**config.mk**
```make
export PLATFORM = sky130hd
export DESIGN_NAME = mpa_axis
export DESIGN_NICKNAME = d
export VERILOG_FILES = /design/src/hdl/mpa_pkg.sv /design/src/hdl/mpa_cell.sv /design/src/hdl/mpa_axis.sv
export SDC_FILE = /design/constraint.sdc
export NUM_CORES = 1
export LEC_CHECK = 0
export ABC_AREA = 1
export BUFFER_PORTS_ARGS = -buffer_cell sky130_fd_sc_hd__buf_4
export CORE_MARGIN = 5
export CORE_UTILIZATION = 35
export DETAILED_ROUTE_END_ITERATION = 16
export GPL_TIMING_DRIVEN = 0
export PLACE_DENSITY = 0.56
export REMOVE_ABC_BUFFERS = 1
export SETUP_SLACK_MARGIN = 0.3
export SLEW_MARGIN = 20
export SYNTH_ARGS = -nofsm -noshare
export SYNTH_HDL_FRONTEND = slang
export SYNTH_SLANG_ARGS = --single-unit
```
**constraint.sdc**
```tcl
create_clock -name clk -period 4.1 [get_ports clk]
set_clock_uncertainty 0.2 [all_clocks]
set_input_delay 0.82 -clock clk [delete_from_list [all_inputs] [get_ports clk]]
set_output_delay 0.82 -clock clk [all_outputs]
set_load 0.02 [all_outputs]
```
**src/hdl/mpa_pkg.sv**
```systemverilog
// Shared constants and helpers for the 2-D max pooling block with argmax.
// Used by mpa_cell, mpa_axis and max_pool_2d_argmax. No dependencies.
package mpa_pkg;

	localparam int CFG_W = 24;
	localparam int CFG_IDX_W = 3;
	localparam int SHAPE_W = 4;
	localparam int INDEX_W = 20;
	localparam int OUT_POS_W = 10;

	localparam logic [CFG_IDX_W-1:0] REG_IN_SIZE = 3'd0;
	localparam logic [CFG_IDX_W-1:0] REG_OUT_SIZE = 3'd1;
	localparam logic [CFG_IDX_W-1:0] REG_KERNEL = 3'd2;
	localparam logic [CFG_IDX_W-1:0] REG_STRIDE = 3'd3;
	localparam logic [CFG_IDX_W-1:0] REG_PAD = 3'd4;
	localparam logic [CFG_IDX_W-1:0] REG_DILATION = 3'd5;
	localparam logic [CFG_IDX_W-1:0] REG_INDEX_ORDER = 3'd6;

	// Kernel size after clamping, reduced so that (k-1)*d+1 fits in the extent.
	function automatic logic [4:0] fit_kernel(input logic [SHAPE_W-1:0] kf,
			input logic [SHAPE_W-1:0] df, input logic [4:0] ext);
		logic [4:0] kk;
		logic [4:0] cap;
		logic [SHAPE_W-1:0] dd;
		logic [8:0] span;
		dd = (df == '0) ? SHAPE_W'(1) : df;
		kk = (kf == '0) ? 5'd1 : {1'b0, kf};
		if (kk > ext) begin
			kk = ext;
		end
		cap = 5'd1;
		for (int n = 2; n <= 16; n++) begin
			span = 9'(n - 1) * {5'b0, dd};
			if (5'(n) <= ext && span <= ({4'b0, ext} - 9'd1)) begin
				cap = 5'(n);
			end
		end
		return (kk < cap) ? kk : cap;
	endfunction

endpackage

```
**src/hdl/mpa_cell.sv**
```systemverilog
// One tap of the window-phase history line: holds the quotient and remainder
// of an earlier position and hands them to its neighbor. Uses mpa_pkg.
module mpa_cell import mpa_pkg::*; #(
	parameter int QW = 14
) (
	input  logic               clk,
	input  logic               arst_n,
	input  logic               clr,
	input  logic               shift,
	input  logic               in_neg,
	input  logic [SHAPE_W-1:0] in_rem,
	input  logic [QW-1:0]      in_quot,
	input  logic [QW-2:0]      outn,
	output logic               neg,
	output logic [SHAPE_W-1:0] rem,
	output logic [QW-1:0]      quot,
	output logic               ok
);

	logic               neg_q;
	logic [SHAPE_W-1:0] rem_q;
	logic [QW-1:0]      quot_q;

	always_ff @(posedge clk or negedge arst_n) begin
		if (!arst_n) begin
			neg_q <= 1'b1;
		end else if (clr) begin
			neg_q <= 1'b1;
		end else if (shift) begin
			neg_q <= in_neg;
		end
	end

	always_ff @(posedge clk) begin
		if (shift) begin
			rem_q <= in_rem;
			quot_q <= in_quot;
		end
	end

	assign neg = neg_q;
	assign rem = rem_q;
	assign quot = quot_q;
	// A window starts at an offset position that is a stride multiple below outn.
	assign ok = !neg_q && rem_q == '0 && quot_q < {1'b0, outn};

endmodule

```
**src/hdl/mpa_axis.sv**
```systemverilog
// Window hit decoder for one axis: a phase counter for the current position
// followed by a chain of mpa_cell taps holding earlier positions. Uses mpa_pkg.
module mpa_axis import mpa_pkg::*; #(
	parameter int PW = 13,
	parameter int EXT = 8
) (
	input  logic               clk,
	input  logic               arst_n,
	input  logic               clr,
	input  logic               step,
	input  logic [PW-1:0]      pos,
	input  logic [PW-1:0]      lim,
	input  logic [PW-1:0]      outn,
	input  logic [4:0]         k,
	input  logic [SHAPE_W-1:0] s,
	input  logic [SHAPE_W-1:0] d,
	output logic [EXT-1:0]     hit,
	output logic [PW:0]        quot [EXT]
);

	localparam int QW = PW + 1;
	localparam int TW = $clog2(EXT);
	localparam int RW = TW + 2;

	logic                     neg_q;
	logic signed [RW-1:0]     raw_q;
	logic [SHAPE_W-1:0]       rem_q;
	logic [QW-1:0]            quot_q;
	logic                     tap_neg [EXT];
	logic [SHAPE_W-1:0]       tap_rem [EXT];
	logic [QW-1:0]            tap_quot [EXT];
	logic                     tap_ok [EXT];
	logic                     edge_hit;

	// The counter tracks pos plus pad; it starts below zero and is stepped
	// through the pad during the preroll after a clear.
	always_ff @(posedge clk or negedge arst_n) begin
		if (!arst_n) begin
			neg_q <= 1'b1;
			raw_q <= -RW'(EXT);
			rem_q <= '0;
			quot_q <= '0;
		end else if (clr) begin
			neg_q <= 1'b1;
			raw_q <= -RW'(EXT);
			rem_q <= '0;
			quot_q <= '0;
		end else if (step) begin
			if (neg_q) begin
				if (raw_q == -RW'(1)) begin
					neg_q <= 1'b0;
					rem_q <= '0;
					quot_q <= '0;
				end else begin
					raw_q <= raw_q + RW'(1);
				end
			end else if (rem_q == s - SHAPE_W'(1)) begin
				rem_q <= '0;
				quot_q <= quot_q + QW'(1);
			end else begin
				rem_q <= rem_q + SHAPE_W'(1);
			end
		end
	end

	assign tap_neg[0] = neg_q;
	assign tap_rem[0] = rem_q;
	assign tap_quot[0] = quot_q;
	assign tap_ok[0] = !neg_q && rem_q == '0 && quot_q < {1'b0, outn};

	for (genvar j = 1; j < EXT; j++) begin : g_cell
		mpa_cell #(.QW(QW)) u_cell (
			.clk     (clk),
			.arst_n  (arst_n),
			.clr     (clr),
			.shift   (step),
			.in_neg  (tap_neg[j-1]),
			.in_rem  (tap_rem[j-1]),
			.in_quot (tap_quot[j-1]),
			.outn    (outn),
			.neg     (tap_neg[j]),
			.rem     (tap_rem[j]),
			.quot    (tap_quot[j]),
			.ok      (tap_ok[j])
		);
	end

	assign edge_hit = ({1'b0, pos} + QW'(d)) >= {1'b0, lim};

	// Kernel tap t ends its window here when t is the last tap, or when the
	// next tap would fall past the plane edge.
	always_comb begin
		logic [8:0] j;
		for (int t = 0; t < EXT; t++) begin
			j = 9'(t) * {5'b0, d};
			hit[t] = 1'b0;
			quot[t] = '0;
			if (9'(t) < {4'b0, k} && j < 9'(EXT)) begin
				quot[t] = tap_quot[j[TW-1:0]];
				hit[t] = tap_ok[j[TW-1:0]] && (5'(t) == k - 5'd1 || edge_hit);
			end
		end
	end

endmodule

```
# Word-level counts from Yosys, hierarchy flattened
# Index checks and enable logic that the tools add are counted.
[totals]
reg_bits = 157
in_bits = 56
output_inout_bits = 120
[op_classes]
n_addsub = 6
mul = 4
magnitude_cmp = 31
eq_ne = 11
mux = 90
bitwise_logic = 7
n_reduce_logical = 62
[op_table]
columns = ["operator", "n"]
rows = [
  ["2-to-1 mux 14 bit", 27],
  ["binary-select mux 14 bit (select 3 bit)", 7],
  ["less-than comparator 14 x 13 -> 1 bit", 8],
  ["2-to-1 mux 1 bit", 40],
  ["zero test 4 bit", 8],
  ["logical AND 1 bit", 31],
  ["greater-or-equal comparator 4 bit, second input constant", 7],
  ["NOT 3 -> 4 bit", 7],
  ["binary-select mux 1 bit (select 3 bit)", 7],
  ["less-than comparator 7 x 4 -> 1 bit, second input constant", 3],
  ["equality test 3 x 5 -> 1 bit, first input constant", 4],
  ["less-than comparator 3 x 5 -> 1 bit, first input constant", 4],
  ["2-to-1 mux 4 bit", 5],
  ["2-to-1 mux 5 bit", 4],
  ["adder 13 x 4 -> 14 bit", 1],
  ["adder 14 x 1 -> 14 bit, second input constant", 1],
  ["greater-or-equal comparator 14 x 13 -> 1 bit", 1],
  ["multiplier 3 x 4 -> 7 bit, first input constant", 2],
  ["less-than comparator 6 x 4 -> 1 bit, second input constant", 2],
  ["multiplier 2 x 4 -> 6 bit, first input constant", 2],
  ["equality test 2 x 5 -> 1 bit, first input constant", 2],
  ["less-than comparator 1 x 5 -> 1 bit, first input constant", 2],
  ["less-than comparator 2 x 5 -> 1 bit, first input constant", 2],
  ["zero test 1 bit", 8],
  ["17 further kinds", 26],
]

# Longest topological paths before layout
# Gate-level depths: netlist of run 1.
[depth]
depth_word = 8
ltp_mapped = 17
mapped_depth_nobuf = 17

# Cells and area by module
# A second synthesis of run 1 with hierarchy kept.
[hier_totals]
cells_unflattened = 1812
area_unflattened_um2 = 13207.7
[by_module_without_submodules]
columns = ["mod", "n_inst", "cells_per_inst", "area_each_um2", "seq_area_each_um2"]
rows = [
  ["mpa_cell", 7, 92, 959.7, 566.8],
  ["mpa_axis", 1, 1168, 6490.0, 604.3],
]

# Worst setup path after synthesis of run 1
# OpenSTA, ideal clock, no wires.
[synth_path]
path_kind = "input port to output port"
from = "in d[1]"
to = "out hit[1]"
t_arrival_ns = 3.458
required_time_ns = 3.080
setup_slack_ns = -0.378
path_stages = 17
path_buffers = 1
path_cell_list = "inv_2 > clkbuf_1 > fa_1 > o21ai_0 > nand2_1 > nor2_1 > nand3_1 > xnor2_1 > ha_1 > nand2_1 > o21ai_0 > nor2_1 > o211ai_1 > inv_1 > nand2_2 > nor2_1 > nor2_1"
[synth_between]
elab_chain_len = 6
elab_cells_between_ends = 11
classes_between = "add/sub (1); order compare (2); mux (4); bitwise (1); reduce/logical (3)"
[synth_lines]
columns = ["element", "line_no", "text"]
rows = [
  ["from (decl)", "mpa_axis.sv:16", "input logic [SHAPE_W-1:0] d,"],
  ["branches (longest 5 deep; another with adder 13 x 4 -> 14 bit)", "n/a", ""],
  ["2-to-1 mux 1 bit (*)", "mpa_axis.sv:98", "if (9'(t) < {4'b0, k} && j < 9'(EXT)) begin"],
  ["to (decl)", "mpa_axis.sv:17", "output logic [EXT-1:0] hit,"],
]
# Every way passes the cells marked *. The select of a mux whose other input is x is not followed.

==> impl_results.md, run 1 <==
* Crit path capture type: primary output
* Tmin final at 4.595 ns
* Final Net Count at 2057
* Routability Congestion at 0.8578
* GRT Residual Overflow at 0
* Core area at 35660 um^2
* Final core occ at 47.82%
* Clock-pin slew on the worst setup and hold paths at 0.07 ns
* Asr flop ratio synth at 19.75%
* CP Max Fanout at 4
* Max incr delay on CP at 0.58 ns
* Fmax at 217.6 MHz
* Synth area leader: edfxtp_1
* Avg Cell Area, Syn at 7.703 um^2
* Clock latency on the worst-skew pair at 0.44 ns
* Avg Vias per Cell at 5.318
* WP data required at 3.08 ns
* Layout fillers at 3400
* Die area at 40130 um^2
* Finished Cell Area at 17050 um^2
* Area after DPL at 14310 um^2
* N_diodes at 0
* # DRC at 0
* H-tree Lvls at 4
* Hold Crit Class: in2async
* Worst setup margin at -0.4954 ns
* WP data arrival at 3.58 ns
* Run status: complete, but fails checks
* Drt initial violations at 1028
* Final WL at 48050 um
* GRT Overall Usage at 22.36%
* Clk buf depth at 2
* RSZ-0062 raised after global routing: true
* Synth warn at 0
* Slowest cell on the critical path: fa_1
* Routed via count at 12420
* Die X at 200.3 um
* CTS Root Cell: clkbuf_16
* Vias in the first global route at 11880
* Row cnt at 69
* Leak pwr at 7.696 nW
* Post-Syn Area at 12680 um^2
* Endpoints failing setup at 29
* FF-to-FF setup slack at 1.88 ns
* Final ANT Viol Nets at 0
* Violated checks: negative setup slack
* Final cycle utilization of the critical path at 112.1%
* Top-area cell type share of the netlist area at 29.84%
* Main synth FF type: edfxtp_1
* Post-synth cell types at 49
* Sequential area share after synthesis at 36.06%
* Power Density at 300.1 nW/um^2
* Pin count of the biggest net entering global routing at 87
* Top cells by area, synth: edfxtp_1 (30%), ha_1 (13%), nand2_1 (11%)
* Max-cap viol count at 0
* I/O pin cnt at 176
* DR WL/cell at 20.58 um
* Worst relative slew slack at 35.74%
* Sink Count at 157
* Peak VDD IR at 281.8 uV
* First-pass detailed-route iteration total at 6
* P&R area growth vs syn at 34.48%
* Dpl hpwl at 30860 um
* Hold Vio Cnt, Final at 0
* Initial antenna violation count at 0
* Worst slew pin tran at 0.9629 ns
* Post-synth EDFFs at 126
* Cells after synthesis at 1646
* Final Max Tran Viols at 0
* First-pass GRT wire length at 69880 um
* Flops & latches, synth at 157
* Startpoint types: input pin
* Die height at 200.3 um
* Setup CP Type: in2out
* CTS tree: yes
* # port buffers at 175
* Initial core utilization at 35.56%
* CP cell instances: buf_16, fa_1, ha_2, inv_2, fa_1, nand3b_1, nor4_4, clkinvlp_4, buf_6, a211oi_4, buf_6
* Layout cells sized above 1 at 23.85%
* CTS buffer count at 17
## power by group
| part | internal (W) | switching (W) | leakage [nW] |
|---|---|---|---|
| combinational | 0.000598 | 0.000997 | 5.75 |
| sequential | 0.00182 | 0.0000628 | 1.65 |
| clock | 0.000822 | 0.000818 | 0.293 |
| total | 0.00324 | 0.00188 | 7.70 |
## cells in the final DEF, fill, tap and decap left out, types with 20 or more instances in the layout
master    count
buf_4       156
inv_1       171
xor2_1       20
dfrtp_1      21
a21oi_4      28
nand3_1      54
nand2_1     363
ha_1        124
edfxtp_1    126
buf_6        67
o21ai_1      56
nor2_1      266
a21oi_1      56
o21ai_0      78
## registers in the layout, indices dropped and copies added (netlist names)
register / cells
raw_q: 5
g_cell.u_cell.quot: 98
g_cell.u_cell.neg: 7
quot_q: 14
rem_q: 4
neg_q: 1
g_cell.u_cell.rem: 28
## worst paths after layout
path / start / end / depth (start not counted)
worst min register to register: g_cell[2].u_cell.rem[3] / g_cell[3].u_cell.rem[3] / 0
max in group asynchronous: arst_n / g_cell[2].u_cell.neg / 1
worst max-delay path: d[0] / quot[13] / 11
min in group clk: g_cell[2].u_cell.rem[3] / g_cell[3].u_cell.rem[3] / 0
worst max register to register: raw_q[0] / quot_q[2] / 11
worst min-delay path: arst_n / quot_q[6] / 1
## Yosys cell counts, types with 15 or more instances
library cell  number
buf_2             15
edfxtp_1         126
ha_1             133
xor2_1            20
o21ai_0           90
clkbuf_1          26
nor3_1            25
nand2_1          368
o21bai_1          18
inv_1            182
a21oi_1           77
o21ai_1           51
nand3_1           60
nor2_1           274
a211oi_1          20
dfrtp_1           21
## critical path, delay by kind of cell
family | cells | cell delay (ns)
compound gates | 1 | 0.19
simple gates | 2 | 0.45
buf+inv | 5 | 0.83
fa+ha+maj | 3 | 1.28
## cell type report
| class | count | area [um^2] | area share (%) |
|---|---|---|---|
| clock buffers | 17 | 425.4 | 2.495 |
| flip-flops and latches | 157 | 4572 | 26.81 |
| well taps | 461 | 576.8 | 3.383 |
| inverters | 192 | 827.0 | 4.851 |
| multi-input cells | 1236 | 7796 | 45.73 |
| repair inverters | 4 | 51.30 | 0.3009 |
| clock inverters | 15 | 170.2 | 0.9980 |
| repair buffers | 253 | 2631 | 15.43 |
## per-stage QoR
| stage | TNS (ns) | hold WS, ns | std cells | setup WS (ns) | total power (W) |
|---|---|---|---|---|---|
| detailed placement | -75.55 | 0.2340 | 2225 | -1.743 | 0.003093 |
| global placement | -120.92 | 0.2297 | 2221 | -2.555 | 0.003051 |
| CTS | -8.021 | 0.1135 | 2307 | -0.4063 | 0.004982 |
| global route | -11.93 | 0.1365 | 2335 | -0.5782 | 0.005322 |
| finish | -9.438 | 0.1161 | 2335 | -0.4954 | 0.005116 |
| floorplan | -6.817 | 0.2264 | 1585 | -0.4017 | 0.002589 |
## routing by layer
layer  routed length [um]  up-vias  global-route usage [%]
li1                     -     5874                       -
met1                19220     5848                   28.09
met2                23210      580                   38.97
met3                 3655      116                   3.509
met4                 1956        0                   8.284
met5                    0        -                       0
## cells by family (layout without fill, tap and decap cells)
group | after synthesis | count (layout) | synth area share, %
flops | 157 | 157 | 36.06
simple gates | 766 | 766 | 24.72
buf+inv | 253 | 481 | 8.635
mux | 11 | 11 | 0.8685
compound gates | 291 | 291 | 13.49
fa+ha+maj | 140 | 140 | 14.23
xor+xnor | 28 | 28 | 1.994
## what timing repair did
item / in CTS / in global routing
setup endpoints to repair: 106 / 75
hold buffers: 0 / 0
hold endpoints to repair: 0 / 0
gates cloned: 8 / 4
gates resized for setup: 193 / 90
buffers inserted: 42 / 24
pin swaps: 21 / 33
Note: power is estimated with default switching activity, not from simulation.
==> run 2, diff against run 1 <==
--- a/config.mk
+++ b/config.mk
@@ -6,12 +6,12 @@
 export NUM_CORES = 1
 export LEC_CHECK = 0
 export ABC_AREA = 1
-export BUFFER_PORTS_ARGS = -buffer_cell sky130_fd_sc_hd__buf_4
 export CORE_MARGIN = 5
 export CORE_UTILIZATION = 35
 export DETAILED_ROUTE_END_ITERATION = 16
+export DONT_BUFFER_PORTS = 1
 export GPL_TIMING_DRIVEN = 0
-export PLACE_DENSITY = 0.56
+export PLACE_DENSITY_LB_ADDON = 0.3
 export REMOVE_ABC_BUFFERS = 1
 export SETUP_SLACK_MARGIN = 0.3
 export SLEW_MARGIN = 20
==> impl_results.md, run 2 (same netlist as run 1, synthesis figures left out) <==
* Run status: complete, but fails checks
* Violated checks: negative setup slack
* N_diodes at 0 (unchanged)
* Clock latency on the worst-skew pair at 0.45 ns (about the same)
* Wire length on met3 at 3570 um (-2.3%)
* Setup CP Type: in2out
* Layout cells sized above 1 at 12.23% (-12 points)
* # DRC at 0 (unchanged)
* Peak VDD IR at 332.7 uV (+18%)
* GRT Residual Overflow at 0 (unchanged)
* Die height at 200.3 um (unchanged)
* Pre-CTS setup slack at -1.070 ns (+0.6736 ns)
* I/O pin cnt at 176 (unchanged)
* CTS Root Cell: clkbuf_16
* DRT met1 WL at 17200 um (-11%)
* Hold Vio Cnt, Final at 0 (unchanged)
* H-tree Lvls at 4 (unchanged)
* P&R area growth vs syn at 13.56%
* Leak pwr at 6.217 nW (-19%)
* Hold Crit Class: in2reg
* CTS buffer count at 17 (unchanged)
* Final cycle utilization of the critical path at 108.9% (-3.2 points)
* Power Density at 324.6 nW/um^2 (+8.2%)
* Most frequent cells in the layout: nand2_1 (366), nor2_1 (260), inv_1 (170), ha_1 (129), edfxtp_1 (126)
* Clk buf depth at 2 (unchanged)
* First-pass detailed-route iteration total at 5 (-1)
* Initial core utilization at 35.56% (unchanged)
* Sink Count at 157 (unchanged)
* WP data arrival at 3.45 ns (-0.13 ns)
* DR WL/cell at 20.45 um (-0.61%)
* Crit path capture type: primary output
* Most common cell after layout, fill and taps aside: nand2_1
* WP data required at 3.08 ns (about the same)
* Final Max Tran Viols at 0 (unchanged)
* Vias in the first global route at 10740 (-9.6%)
* Max-cap viol count at 0 (unchanged)
* Routed via count at 11290 (-9.1%)
* CP Max Fanout at 73 (+69)
* Clock-pin slew on the worst setup and hold paths at 0.07 ns (about the same)
* Die area at 40130 um^2 (unchanged)
* CTS tree: yes
* Setup_tns at -5.254 ns (+4.184 ns)
* Worst relative slew slack at 31.48% (-4.3 points)
* Die X at 200.3 um (unchanged)
* RSZ-0062 raised after global routing: true
* First-pass GRT wire length at 63590 um (-9.0%)
* Drt initial violations at 1029 (+0.097%)
* Layout fillers at 3570 (+5.0%)
* Reg2Reg Depth at 12 (+1)
* Top Metal Used: met5
* FF-to-FF setup slack at 1.97 ns (+0.09 ns)
* Tmin final at 4.465 ns (-0.1300 ns)
* Core area at 35660 um^2 (unchanged)
* Worst slew pin tran at 1.022 ns (+0.05880 ns)
* Initial antenna violation count at 3 (+3)
* Fmax at 223.9 MHz (+2.9%)
* Final ANT Viol Nets at 0 (unchanged)
* Worst Hold Slack at 0.2364 ns (+0.1203 ns)
* Final WL at 43030 um (-10%)
* Max reg flops at 98 (unchanged)
* Avg Vias per Cell at 5.366 (+0.91%)
* Worst Hold Depth at 1
* Endpoints failing setup at 22 (-24%)
* Pin count of the biggest net entering global routing at 138 (+59%)
* GRT Overall Usage at 20.44% (-1.9 points)
* Startpoint types: input pin
* Final Net Count at 1826 (-11%)
* # port buffers at 0 (-100%)
* Dpl hpwl at 29780 um (-3.5%)
* WL met2 at 20900 um (-10%)
* Routability Congestion at 0.8891 (+3.6%)
* Worst setup margin at -0.3654 ns (+0.1300 ns)
* Row cnt at 69 (unchanged)
## run 2: cell type report
type / instances / area [um^2] / area share, %
Sequential cell: 157 / 4572 / 31.75
Timing Repair Buffer: 26 / 301.5 / 2.094
Inverter: 192 / 760.7 / 5.284
Clock inverter: 15 / 170.2 / 1.182
Tap cell: 461 / 576.8 / 4.006
Multi-Input combinational cell: 1236 / 7591 / 52.72
Clock buffer: 17 / 425.4 / 2.955
## run 2: per-layer routing
metal	track usage (%)	up-vias
met3	5.142	79
met2	34.75	448
met1	25.19	5345
met4	7.522	2
li1	-	5417
met5	0	-
## run 2: timing repair
action                                 4_1_cts  5_1_grt
gates resized for setup                     94       38
endpoints found under the hold margin       30        0
pin swaps                                    9       15
hold buffers                                 2        0
setup endpoints to repair                   82       51
buffers inserted                            21        1
## run 2: metrics by stage
stage / area, um^2 / power (W) / util, % / std cells
2_1_floorplan: 12310 / 0.002589 / - / 1585
3_3_place_gp: 12880 / 0.002849 / 36.13 / 2046
3_5_place_dp: 12930 / 0.002884 / 36.26 / 2048
4_1_cts: 14180 / 0.004636 / 39.77 / 2103
5_1_grt: 14400 / 0.004890 / 40.38 / 2104
6_report: 14400 / 0.004673 / 40.38 / 2104
## run 2: where the power goes
group	internal [W]	leakage, nW	switching (W)	total, W
clock	0.000821	0.288	0.000797	0.00162
sequential	0.00182	1.65	0.0000614	0.00188
combinational	0.000356	4.28	0.000821	0.00118
total	0.00299	6.22	0.00168	0.00467
## run 2: worst paths after layout
path                                         start                      end
setup reg to reg                          raw_q[0]                quot_q[2]
max in group asynchronous                   arst_n     g_cell[3].u_cell.neg
min in group asynchronous                   arst_n     g_cell[5].u_cell.neg
setup / recovery                              d[0]                 quot[13]
hold / removal                                 clr                 raw_q[0]
hold reg to reg            g_cell[1].u_cell.rem[1]  g_cell[2].u_cell.rem[1]
## run 2: worst max-delay path: stages
cell and delay, ns:
fa_1 0.58, ha_2 0.19, inv_2 0.04, fa_1 0.49
nand3b_1 0.13, nor4_4 0.36, clkinvlp_4 0.22, buf_6 0.20
a211oi_4 0.34
